**src/design/bss_pkg.sv**
```systemverilog
// ---------------------------------------------------------------------------
// bss_pkg: shared types and constants for the baud scale/step search
// field widths, register map and search limits
// ---------------------------------------------------------------------------
package bss_pkg;

  localparam int BAUD_W   = 24;
  localparam int SCALE_W  = 8;
  localparam int STEP_W   = 16;
  localparam int CLK_W    = 32;
  localparam int PADDR_W  = 3;
  localparam int PDATA_W  = 32;

  // prescalers 0 .. SCALE_LIMIT-1 are tried
  localparam logic [SCALE_W-1:0] SCALE_LIMIT = 8'd255;

  localparam logic [CLK_W-1:0] CLOCK_RATE_RST = 32'd25000000;

  // register index of clock_rate in the config map
  localparam logic REG_CLOCK_RATE = 1'b0;

  typedef logic [BAUD_W-1:0]  baud_t;
  typedef logic [SCALE_W-1:0] scale_t;
  typedef logic [STEP_W-1:0]  step_t;

endpackage

```
**src/design/bss_if.sv**
```systemverilog
// ---------------------------------------------------------------------------
// bss_in_if / bss_out_if: valid/ready channels of the baud scale/step search
// request channel carries the baud rate, result channel the chosen pair
// ---------------------------------------------------------------------------
interface bss_in_if import bss_pkg::*; ();
  logic  valid;
  logic  ready;
  baud_t baud_request;

  modport source (output valid, output baud_request, input ready);
  modport sink   (input valid, input baud_request, output ready);
endinterface

interface bss_out_if import bss_pkg::*; ();
  logic   valid;
  logic   ready;
  scale_t prescale;
  step_t  step_value;

  modport source (output valid, output prescale, output step_value, input ready);
  modport sink   (input valid, input prescale, input step_value, output ready);
endinterface

```
**src/design/baud_scale_step_search.sv**
```systemverilog
// ---------------------------------------------------------------------------
// baud_scale_step_search: prescaler and fractional step search for a uart
// walks prescalers upward, divides on one shared restoring divider and keeps
// the prescaler/step pair whose rounded achieved rate is closest to the request
// ---------------------------------------------------------------------------
//  channel   direction  payload                   transfer when
//  in_chan   sink       baud_request[23:0]        valid && ready
//  out_chan  source     prescale[7:0],            valid && ready
//                       step_value[15:0]
//  cfg_*     apb slave  clock_rate @ 0x0          psel && penable && pwrite
//
//  each prescaler steps through an overflow check, the step divide, a
//  multiply, a round-add, the rate divide and a compare; both divides run
//  on the single divider, one quotient bit per cycle. the search ends when
//  the step overflows or after all 255 prescalers; a zero clock_rate skips
//  it. the result then loads into the output register once that is free.
//  in_chan.ready is high only while idle; a finished result sits in the output
//  register, so the next request is taken while it waits for out_chan.ready.
//  rst_n is synchronous and active low; clock_rate resets to 25000000.
// ---------------------------------------------------------------------------
module baud_scale_step_search import bss_pkg::*; (
  input  logic               clk,
  input  logic               rst_n,
  bss_in_if.sink             in_chan,
  bss_out_if.source          out_chan,
  input  logic               cfg_psel,
  input  logic               cfg_penable,
  input  logic               cfg_pwrite,
  input  logic [PADDR_W-1:0] cfg_paddr,
  input  logic [PDATA_W-1:0] cfg_pwdata,
  output logic [PDATA_W-1:0] cfg_prdata,
  output logic               cfg_pready
);

  localparam logic [2:0] ST_IDLE  = 3'd0;
  localparam logic [2:0] ST_CHECK = 3'd1;
  localparam logic [2:0] ST_DIV1  = 3'd2;
  localparam logic [2:0] ST_MUL   = 3'd3;
  localparam logic [2:0] ST_ADD   = 3'd4;
  localparam logic [2:0] ST_DIV2  = 3'd5;
  localparam logic [2:0] ST_CMP   = 3'd6;
  localparam logic [2:0] ST_DONE  = 3'd7;

  logic [2:0]       state_r, state_nxt;
  logic [CLK_W-1:0] clock_rate_r;
  logic             out_valid_r, out_valid_nxt;

  baud_t            baud_r, baud_nxt;
  logic [CLK_W-1:0] prod_r, prod_nxt;
  scale_t           sp1_r, sp1_nxt;
  logic [CLK_W-1:0] rem_r, rem_nxt;
  logic [CLK_W-1:0] quo_r, quo_nxt;
  logic [CLK_W-1:0] dvs_r, dvs_nxt;
  logic [4:0]       cnt_r, cnt_nxt;
  step_t            step_r, step_nxt;
  logic [47:0]      mul_r, mul_nxt;
  baud_t            best_err_r, best_err_nxt;
  scale_t           best_scale_r, best_scale_nxt;
  step_t            best_step_r, best_step_nxt;
  scale_t           out_prescale_r, out_prescale_nxt;
  step_t            out_step_r, out_step_nxt;

  logic             in_xfer;
  logic             cfg_wr;
  logic [CLK_W:0]   div_trial;
  logic             div_ge;
  logic [CLK_W-1:0] div_rem;
  logic [CLK_W-1:0] div_quo;
  logic             ovf;
  logic [48:0]      round_sum;
  logic [CLK_W-1:0] err;
  logic             better;

  assign in_chan.ready   = (state_r == ST_IDLE);
  assign in_xfer         = in_chan.valid && in_chan.ready;
  assign out_chan.valid  = out_valid_r;
  assign out_chan.prescale   = out_prescale_r;
  assign out_chan.step_value = out_step_r;

  assign cfg_pready = 1'b1;
  assign cfg_wr     = cfg_psel && cfg_penable && cfg_pwrite && cfg_pready;
  assign cfg_prdata = (cfg_paddr[2] == REG_CLOCK_RATE) ? clock_rate_r : '0;

  // shared restoring divider, one quotient bit per cycle
  assign div_trial = {rem_r, quo_r[CLK_W-1]};
  assign div_ge    = div_trial >= {1'b0, dvs_r};
  assign div_rem   = div_ge ? CLK_W'(div_trial - {1'b0, dvs_r}) : div_trial[CLK_W-1:0];
  assign div_quo   = {quo_r[CLK_W-2:0], div_ge};

  // step >= 2^16 exactly when 2*baud*(s+1) >= clock_rate
  assign ovf = {prod_r, 1'b0} >= {1'b0, clock_rate_r};

  // clk*step + 2^16*(s+1), divided by 2^17 before the divider
  assign round_sum = {1'b0, mul_r} + {25'd0, sp1_r, 16'd0};

  assign err    = (quo_r >= {8'd0, baud_r}) ? (quo_r - {8'd0, baud_r})
                                            : ({8'd0, baud_r} - quo_r);
  assign better = err < {8'd0, best_err_r};

  always_comb begin
    state_nxt        = state_r;
    out_valid_nxt    = out_valid_r;
    baud_nxt         = baud_r;
    prod_nxt         = prod_r;
    sp1_nxt          = sp1_r;
    rem_nxt          = rem_r;
    quo_nxt          = quo_r;
    dvs_nxt          = dvs_r;
    cnt_nxt          = cnt_r;
    step_nxt         = step_r;
    mul_nxt          = mul_r;
    best_err_nxt     = best_err_r;
    best_scale_nxt   = best_scale_r;
    best_step_nxt    = best_step_r;
    out_prescale_nxt = out_prescale_r;
    out_step_nxt     = out_step_r;

    if (out_valid_r && out_chan.ready) begin
      out_valid_nxt = 1'b0;
    end

    case (state_r)
      ST_IDLE: begin
        if (in_xfer) begin
          baud_nxt       = in_chan.baud_request;
          prod_nxt       = {8'd0, in_chan.baud_request};
          sp1_nxt        = 8'd1;
          best_err_nxt   = in_chan.baud_request;
          best_scale_nxt = '0;
          best_step_nxt  = '0;
          state_nxt      = (clock_rate_r == '0) ? ST_DONE : ST_CHECK;
        end
      end
      ST_CHECK: begin
        if (ovf) begin
          state_nxt = ST_DONE;
        end else begin
          // remainder starts below the divisor, low 16 dividend bits are zero
          rem_nxt   = {prod_r[CLK_W-2:0], 1'b0};
          quo_nxt   = '0;
          dvs_nxt   = clock_rate_r;
          cnt_nxt   = 5'd15;
          state_nxt = ST_DIV1;
        end
      end
      ST_DIV1: begin
        rem_nxt = div_rem;
        quo_nxt = div_quo;
        cnt_nxt = cnt_r - 5'd1;
        if (cnt_r == '0) begin
          state_nxt = ST_MUL;
        end
      end
      ST_MUL: begin
        mul_nxt   = 48'(clock_rate_r) * 48'(quo_r[STEP_W-1:0]);
        step_nxt  = quo_r[STEP_W-1:0];
        state_nxt = ST_ADD;
      end
      ST_ADD: begin
        quo_nxt   = round_sum[48:17];
        rem_nxt   = '0;
        dvs_nxt   = {24'd0, sp1_r};
        cnt_nxt   = 5'd31;
        state_nxt = ST_DIV2;
      end
      ST_DIV2: begin
        rem_nxt = div_rem;
        quo_nxt = div_quo;
        cnt_nxt = cnt_r - 5'd1;
        if (cnt_r == '0) begin
          state_nxt = ST_CMP;
        end
      end
      ST_CMP: begin
        if (better) begin
          best_err_nxt   = err[BAUD_W-1:0];
          best_scale_nxt = sp1_r - 8'd1;
          best_step_nxt  = step_r;
        end
        if (sp1_r == SCALE_LIMIT) begin
          state_nxt = ST_DONE;
        end else begin
          sp1_nxt   = sp1_r + 8'd1;
          prod_nxt  = prod_r + {8'd0, baud_r};
          state_nxt = ST_CHECK;
        end
      end
      ST_DONE: begin
        if (!out_valid_r || out_chan.ready) begin
          out_prescale_nxt = best_scale_r;
          out_step_nxt     = best_step_r;
          out_valid_nxt    = 1'b1;
          state_nxt        = ST_IDLE;
        end
      end
      default: begin
        state_nxt = ST_IDLE;
      end
    endcase
  end

  always_ff @(posedge clk) begin
    if (!rst_n) begin
      state_r      <= ST_IDLE;
      out_valid_r  <= 1'b0;
      clock_rate_r <= CLOCK_RATE_RST;
    end else begin
      state_r     <= state_nxt;
      out_valid_r <= out_valid_nxt;
      if (cfg_wr && (cfg_paddr[2] == REG_CLOCK_RATE)) begin
        clock_rate_r <= cfg_pwdata;
      end
    end
  end

  always_ff @(posedge clk) begin
    baud_r         <= baud_nxt;
    prod_r         <= prod_nxt;
    sp1_r          <= sp1_nxt;
    rem_r          <= rem_nxt;
    quo_r          <= quo_nxt;
    dvs_r          <= dvs_nxt;
    cnt_r          <= cnt_nxt;
    step_r         <= step_nxt;
    mul_r          <= mul_nxt;
    best_err_r     <= best_err_nxt;
    best_scale_r   <= best_scale_nxt;
    best_step_r    <= best_step_nxt;
    out_prescale_r <= out_prescale_nxt;
    out_step_r     <= out_step_nxt;
  end

endmodule
```
**src/flat_wrapper.sv**
```systemverilog
// flat-port wrapper written by rule: the top's interface ports become plain ports
module baud_scale_step_search_flat import bss_pkg::*;
  (clk, rst_n, cfg_psel, cfg_penable, cfg_pwrite, cfg_paddr, cfg_pwdata, cfg_prdata, cfg_pready, in_chan_valid, in_chan_baud_request, in_chan_ready, out_chan_valid, out_chan_prescale, out_chan_step_value, out_chan_ready);
  bss_in_if in_chan_i ();
  bss_out_if out_chan_i ();
  input  logic clk;
  input  logic rst_n;
  input  logic cfg_psel;
  input  logic cfg_penable;
  input  logic cfg_pwrite;
  input  logic [PADDR_W-1:0] cfg_paddr;
  input  logic [PDATA_W-1:0] cfg_pwdata;
  output logic [PDATA_W-1:0] cfg_prdata;
  output logic cfg_pready;
  input wire logic [$bits(in_chan_i.valid)-1:0] in_chan_valid;
  input wire logic [$bits(in_chan_i.baud_request)-1:0] in_chan_baud_request;
  output wire logic [$bits(in_chan_i.ready)-1:0] in_chan_ready;
  output wire logic [$bits(out_chan_i.valid)-1:0] out_chan_valid;
  output wire logic [$bits(out_chan_i.prescale)-1:0] out_chan_prescale;
  output wire logic [$bits(out_chan_i.step_value)-1:0] out_chan_step_value;
  input wire logic [$bits(out_chan_i.ready)-1:0] out_chan_ready;
  assign in_chan_i.valid = in_chan_valid;
  assign in_chan_i.baud_request = in_chan_baud_request;
  assign in_chan_ready = in_chan_i.ready;
  assign out_chan_valid = out_chan_i.valid;
  assign out_chan_prescale = out_chan_i.prescale;
  assign out_chan_step_value = out_chan_i.step_value;
  assign out_chan_i.ready = out_chan_ready;
  baud_scale_step_search u_core (.clk(clk), .rst_n(rst_n), .in_chan(in_chan_i), .out_chan(out_chan_i), .cfg_psel(cfg_psel), .cfg_penable(cfg_penable), .cfg_pwrite(cfg_pwrite), .cfg_paddr(cfg_paddr), .cfg_pwdata(cfg_pwdata), .cfg_prdata(cfg_prdata), .cfg_pready(cfg_pready));
endmodule
```
**config.mk**
```make
export PLATFORM = sky130hd
export DESIGN_NAME = baud_scale_step_search_flat
export DESIGN_NICKNAME = d
export VERILOG_FILES = /design/src/design/bss_pkg.sv /design/src/design/bss_if.sv /design/src/design/baud_scale_step_search.sv /design/src/flat_wrapper.sv
export SDC_FILE = /design/constraint.sdc
export NUM_CORES = 2
export LEC_CHECK = 0
export BUFFER_PORTS_ARGS = -buffer_cell sky130_fd_sc_hd__buf_2
export CORE_MARGIN = 4
export CORE_UTILIZATION = 45
export CTS_CLUSTER_DIAMETER = 50
export DETAILED_ROUTE_END_ITERATION = 10
export PLACE_DENSITY_LB_ADDON = 0.15
export SLEW_MARGIN = 10
export SYNTH_ARGS = -nofsm -noshare
export SYNTH_HDL_FRONTEND = slang
export SYNTH_SLANG_ARGS = --single-unit
export TNS_END_PERCENT = 1
```
**constraint.sdc**
```tcl
create_clock -name clk -period 8.8 [get_ports clk]
set_input_delay 1.76 -clock clk [delete_from_list [all_inputs] [get_ports clk]]
set_output_delay 1.76 -clock clk [all_outputs]
set_load 0.01 [all_outputs]
```
==> results.yml <==
status:
  status: "completed"
logic_synthesis:
  synth_simple_gate_area_frac: 0.154
  ys_types: 82
  synth_area_um2: 35500
  ys_async_sr_fraction: 0
  syn_avg_cell_area_um2: 9.10
  synth_top_cell_by_area: "edfxtp_1"
  synth_top_area_frac: 0.241
  synth_compound_area_frac: 0.118
  yosys.area_share.adder: 0.338
  synth-edff-count: 285
  synth_top_family_by_area: "adder cells"
  syn_inst: 3904
  ys_seq_area_frac: 0.261
  syn-num-nets: 4678
  synth_mux_area_frac: 0.00560
  synth-warning-count: 0
  ys_ff_latch: 321
  synthTopCellsByArea: "edfxtp_1 24%, fa_1 24%, ha_1 10%"
  synth-xor-area-share: 0.0362
  synth_flop_cell: "edfxtp_1"
route:
  route.detailed.drc: 0
  drtPass1Iterations: 6
  drt_iter0_drc: 2366
  totalWireLength_um: 118000
  vias: 28583
  wl_per_cell_um: 23.2
  vias_per_cell: 5.64
  postRouteAntennaNets: 0
place:
  dp_slack_ns: 0.810
  place_congestion: 0.957
  placed_area_um2: 37400
  place_hpwl_um: 89700
  io_buffers: 121
timing:
  skew_ns: 0.0470
  whs_ns: 0.417
  tightestPinTransition_ns: 1.25
  slew_headroom: 0.170
  max_freq_ghz: 0.122
  finalWorstSetupSlack_ns: 0.627
  finalSetupTns_ns: 0
  timing.final.crit_period_ns: 8.17
  rsz0062_at_grt: "no"
  hold_viol_final: 0
  maxSlewViolCount: 0
  setup_violations: 0
  finalCritPeriodShare: 0.929
finish:
  nFillCells: 7546
  final_common_cell: "inv_1"
  multi_input_area_um2: 23300
  final_area_um2: 39300
  layout_common_cells: "583 x inv_1, 550 x nand2_1, 422 x fa_1"
  drive_gt1_frac: 0.0921
  areaGrowthSynthToFinish_pct: 10.7
  final-seq-area_um2: 9280
  num-nets-final: 4756
grt:
  grtUsageTotal: 0.285
  antenna_found_initial: 6
  first_global_vias: 28629
  grt_overflow: 0
  grt_max_degree: 75
  grt_pass1_wl_um: 178000
clocking:
  post-cts-setup-buffers: 0
  postCtsHoldBufs: 0
  clockBufferDepth: 3
  worstSkewPairLatency_ns: 0.64
  h-tree-depth: 2
  cts_tree: "done"
  clock-sinks: 321
  cts_made_buffers: 55
  cts_root_buffer: "clkbuf_16"
  clk_pin_slew_ns: 0.06
  cts_resized: 0
floorplanning:
  dieArea_um2: 83500
  coreArea_um2: 77800
  die_w_um: 289
  placementRows: 102
  io_pins: 125
  dieHeight_um: 289
  start_util: 0.456
setup_path:
  critPathLaunchType: "register"
  setup.worst_path.end_class: "register"
  cp_data_arrival_time_ns: 8.58
  worstPathMaxFanout: 19
  required_ns: 9.21
  crit_type: "register to register"
run:
  drv_cap: 0
min_path:
  hold_class: "register to register"
## metal layers
| layer | global-route usage | up-vias | part of all wire |
|---|---|---|---|
| met5 | 0 | - | 0.00011 |
| met4 | 0.0793 | 2 | 0.030 |
| met3 | 0.0621 | 193 | 0.099 |
| met2 | 0.443 | 1174 | 0.44 |
| met1 | 0.403 | 14211 | 0.43 |
| li1 | - | 13003 | - |
## metrics by stage
stage | util | std cells
3_5_place_dp | 0.481 | 4965
2_1_floorplan | - | 3904
6_report | 0.505 | 5069
3_3_place_gp | 0.481 | 4965
4_1_cts | 0.505 | 5067
5_1_grt | 0.505 | 5067
## cell type report
type,count,area share
multi-input combinational,2779,0.591
sequential,321,0.236
inverter,610,0.0582
clock buffer,66,0.0371
timing repair buffer,215,0.0337
tap,1040,0.0331
clock inverter,36,0.0108
antenna,2,0.000127
## state kept, by name, summed over array words and instances (netlist names)
register	count
u_core.out_chan.prescale	8
u_core.out_chan.valid	1
u_core.dvs_r	32
u_core.state_r	3
u_core.prod_r	32
u_core.best_scale_r	8
u_core.step_r	16
u_core.best_err_r	24
u_core.quo_r	32
u_core.cnt_r	5
u_core.best_step_r	16
u_core.baud_r	24
u_core.sp1_r	8
u_core.out_chan.step_value	16
u_core.mul_r	32
u_core.rem_r	32
u_core.clock_rate_r	32
## kinds of logic (layout without fill, tap and decap cells)
group	Yosys count	in the layout
fa+ha+maj	708	708
other cells	1	3
xor+xnor	147	147
flops	321	321
simple gates	1245	1245
compound gates	659	659
buf+inv	804	927
mux	19	19
## critical path, stage by stage (launching register included)
cell	delay [ns]
edfxtp_1	1.17
inv_2	0.46
nor2_1	0.27
fa_1	0.45
fa_1	0.56
ha_1	0.14
inv_1	0.05
fa_1	0.47
inv_1	0.05
fa_1	0.53
inv_1	0.05
fa_1	0.47
inv_1	0.04
ha_1	0.16
a2111oi_0	0.38
o21ai_0	0.19
a211oi_1	0.56
nor4b_1	0.24
o31ai_1	0.58
a21boi_1	0.14
buf_4	0.18
o2111a_1	0.28
or4_1	0.42
o311ai_0	0.11
## synthesized netlist by cell type (8+ instances only)
| master | n |
|---|---|
| inv_1 | 583 |
| nand2_1 | 552 |
| fa_1 | 422 |
| nor2_1 | 362 |
| ha_1 | 286 |
| edfxtp_1 | 285 |
| a21oi_1 | 204 |
| clkbuf_1 | 162 |
| o21ai_0 | 118 |
| xnor2_1 | 94 |
| a21o_1 | 69 |
| nand3_1 | 65 |
| xor2_1 | 53 |
| nor3_1 | 51 |
| a31oi_1 | 40 |
| nand4_1 | 39 |
| dfxtp_1 | 36 |
| and2_1 | 34 |
| o22ai_1 | 34 |
| and3_1 | 33 |
| o211ai_1 | 26 |
| o21bai_1 | 21 |
| a211oi_1 | 20 |
| o31ai_1 | 20 |
| nor2b_1 | 19 |
| buf_2 | 17 |
| clkinv_1 | 16 |
| o21a_1 | 15 |
| mux2i_1 | 14 |
| or3_1 | 13 |
| nor4_1 | 12 |
| a211o_1 | 11 |
| inv_2 | 11 |
| a21bo_2 | 10 |
| nand2b_1 | 10 |
| or2_2 | 9 |
| and4_1 | 8 |
| buf_1 | 8 |
| or4_1 | 8 |
## final timing paths
path	start	end	slack, ns	cells past startpoint
worst min-delay path	u_core.best_scale_r[0]$_SDFFCE_PP0P_	u_core.out_chan.prescale[0]$_DFFE_PP_	0.42	0
worst max register to register	u_core.quo_r[1]$_DFFE_PP_	u_core.mul_r[46]$_DFFE_PP_	0.63	23
worst min register to register	u_core.best_scale_r[0]$_SDFFCE_PP0P_	u_core.out_chan.prescale[0]$_DFFE_PP_	0.42	0
worst max-delay path	u_core.quo_r[1]$_DFFE_PP_	u_core.mul_r[46]$_DFFE_PP_	0.63	23
Power is left out: the tool's default activity adds up to more than one toggle a clock period on the data nets, which glitch-free logic cannot reach.
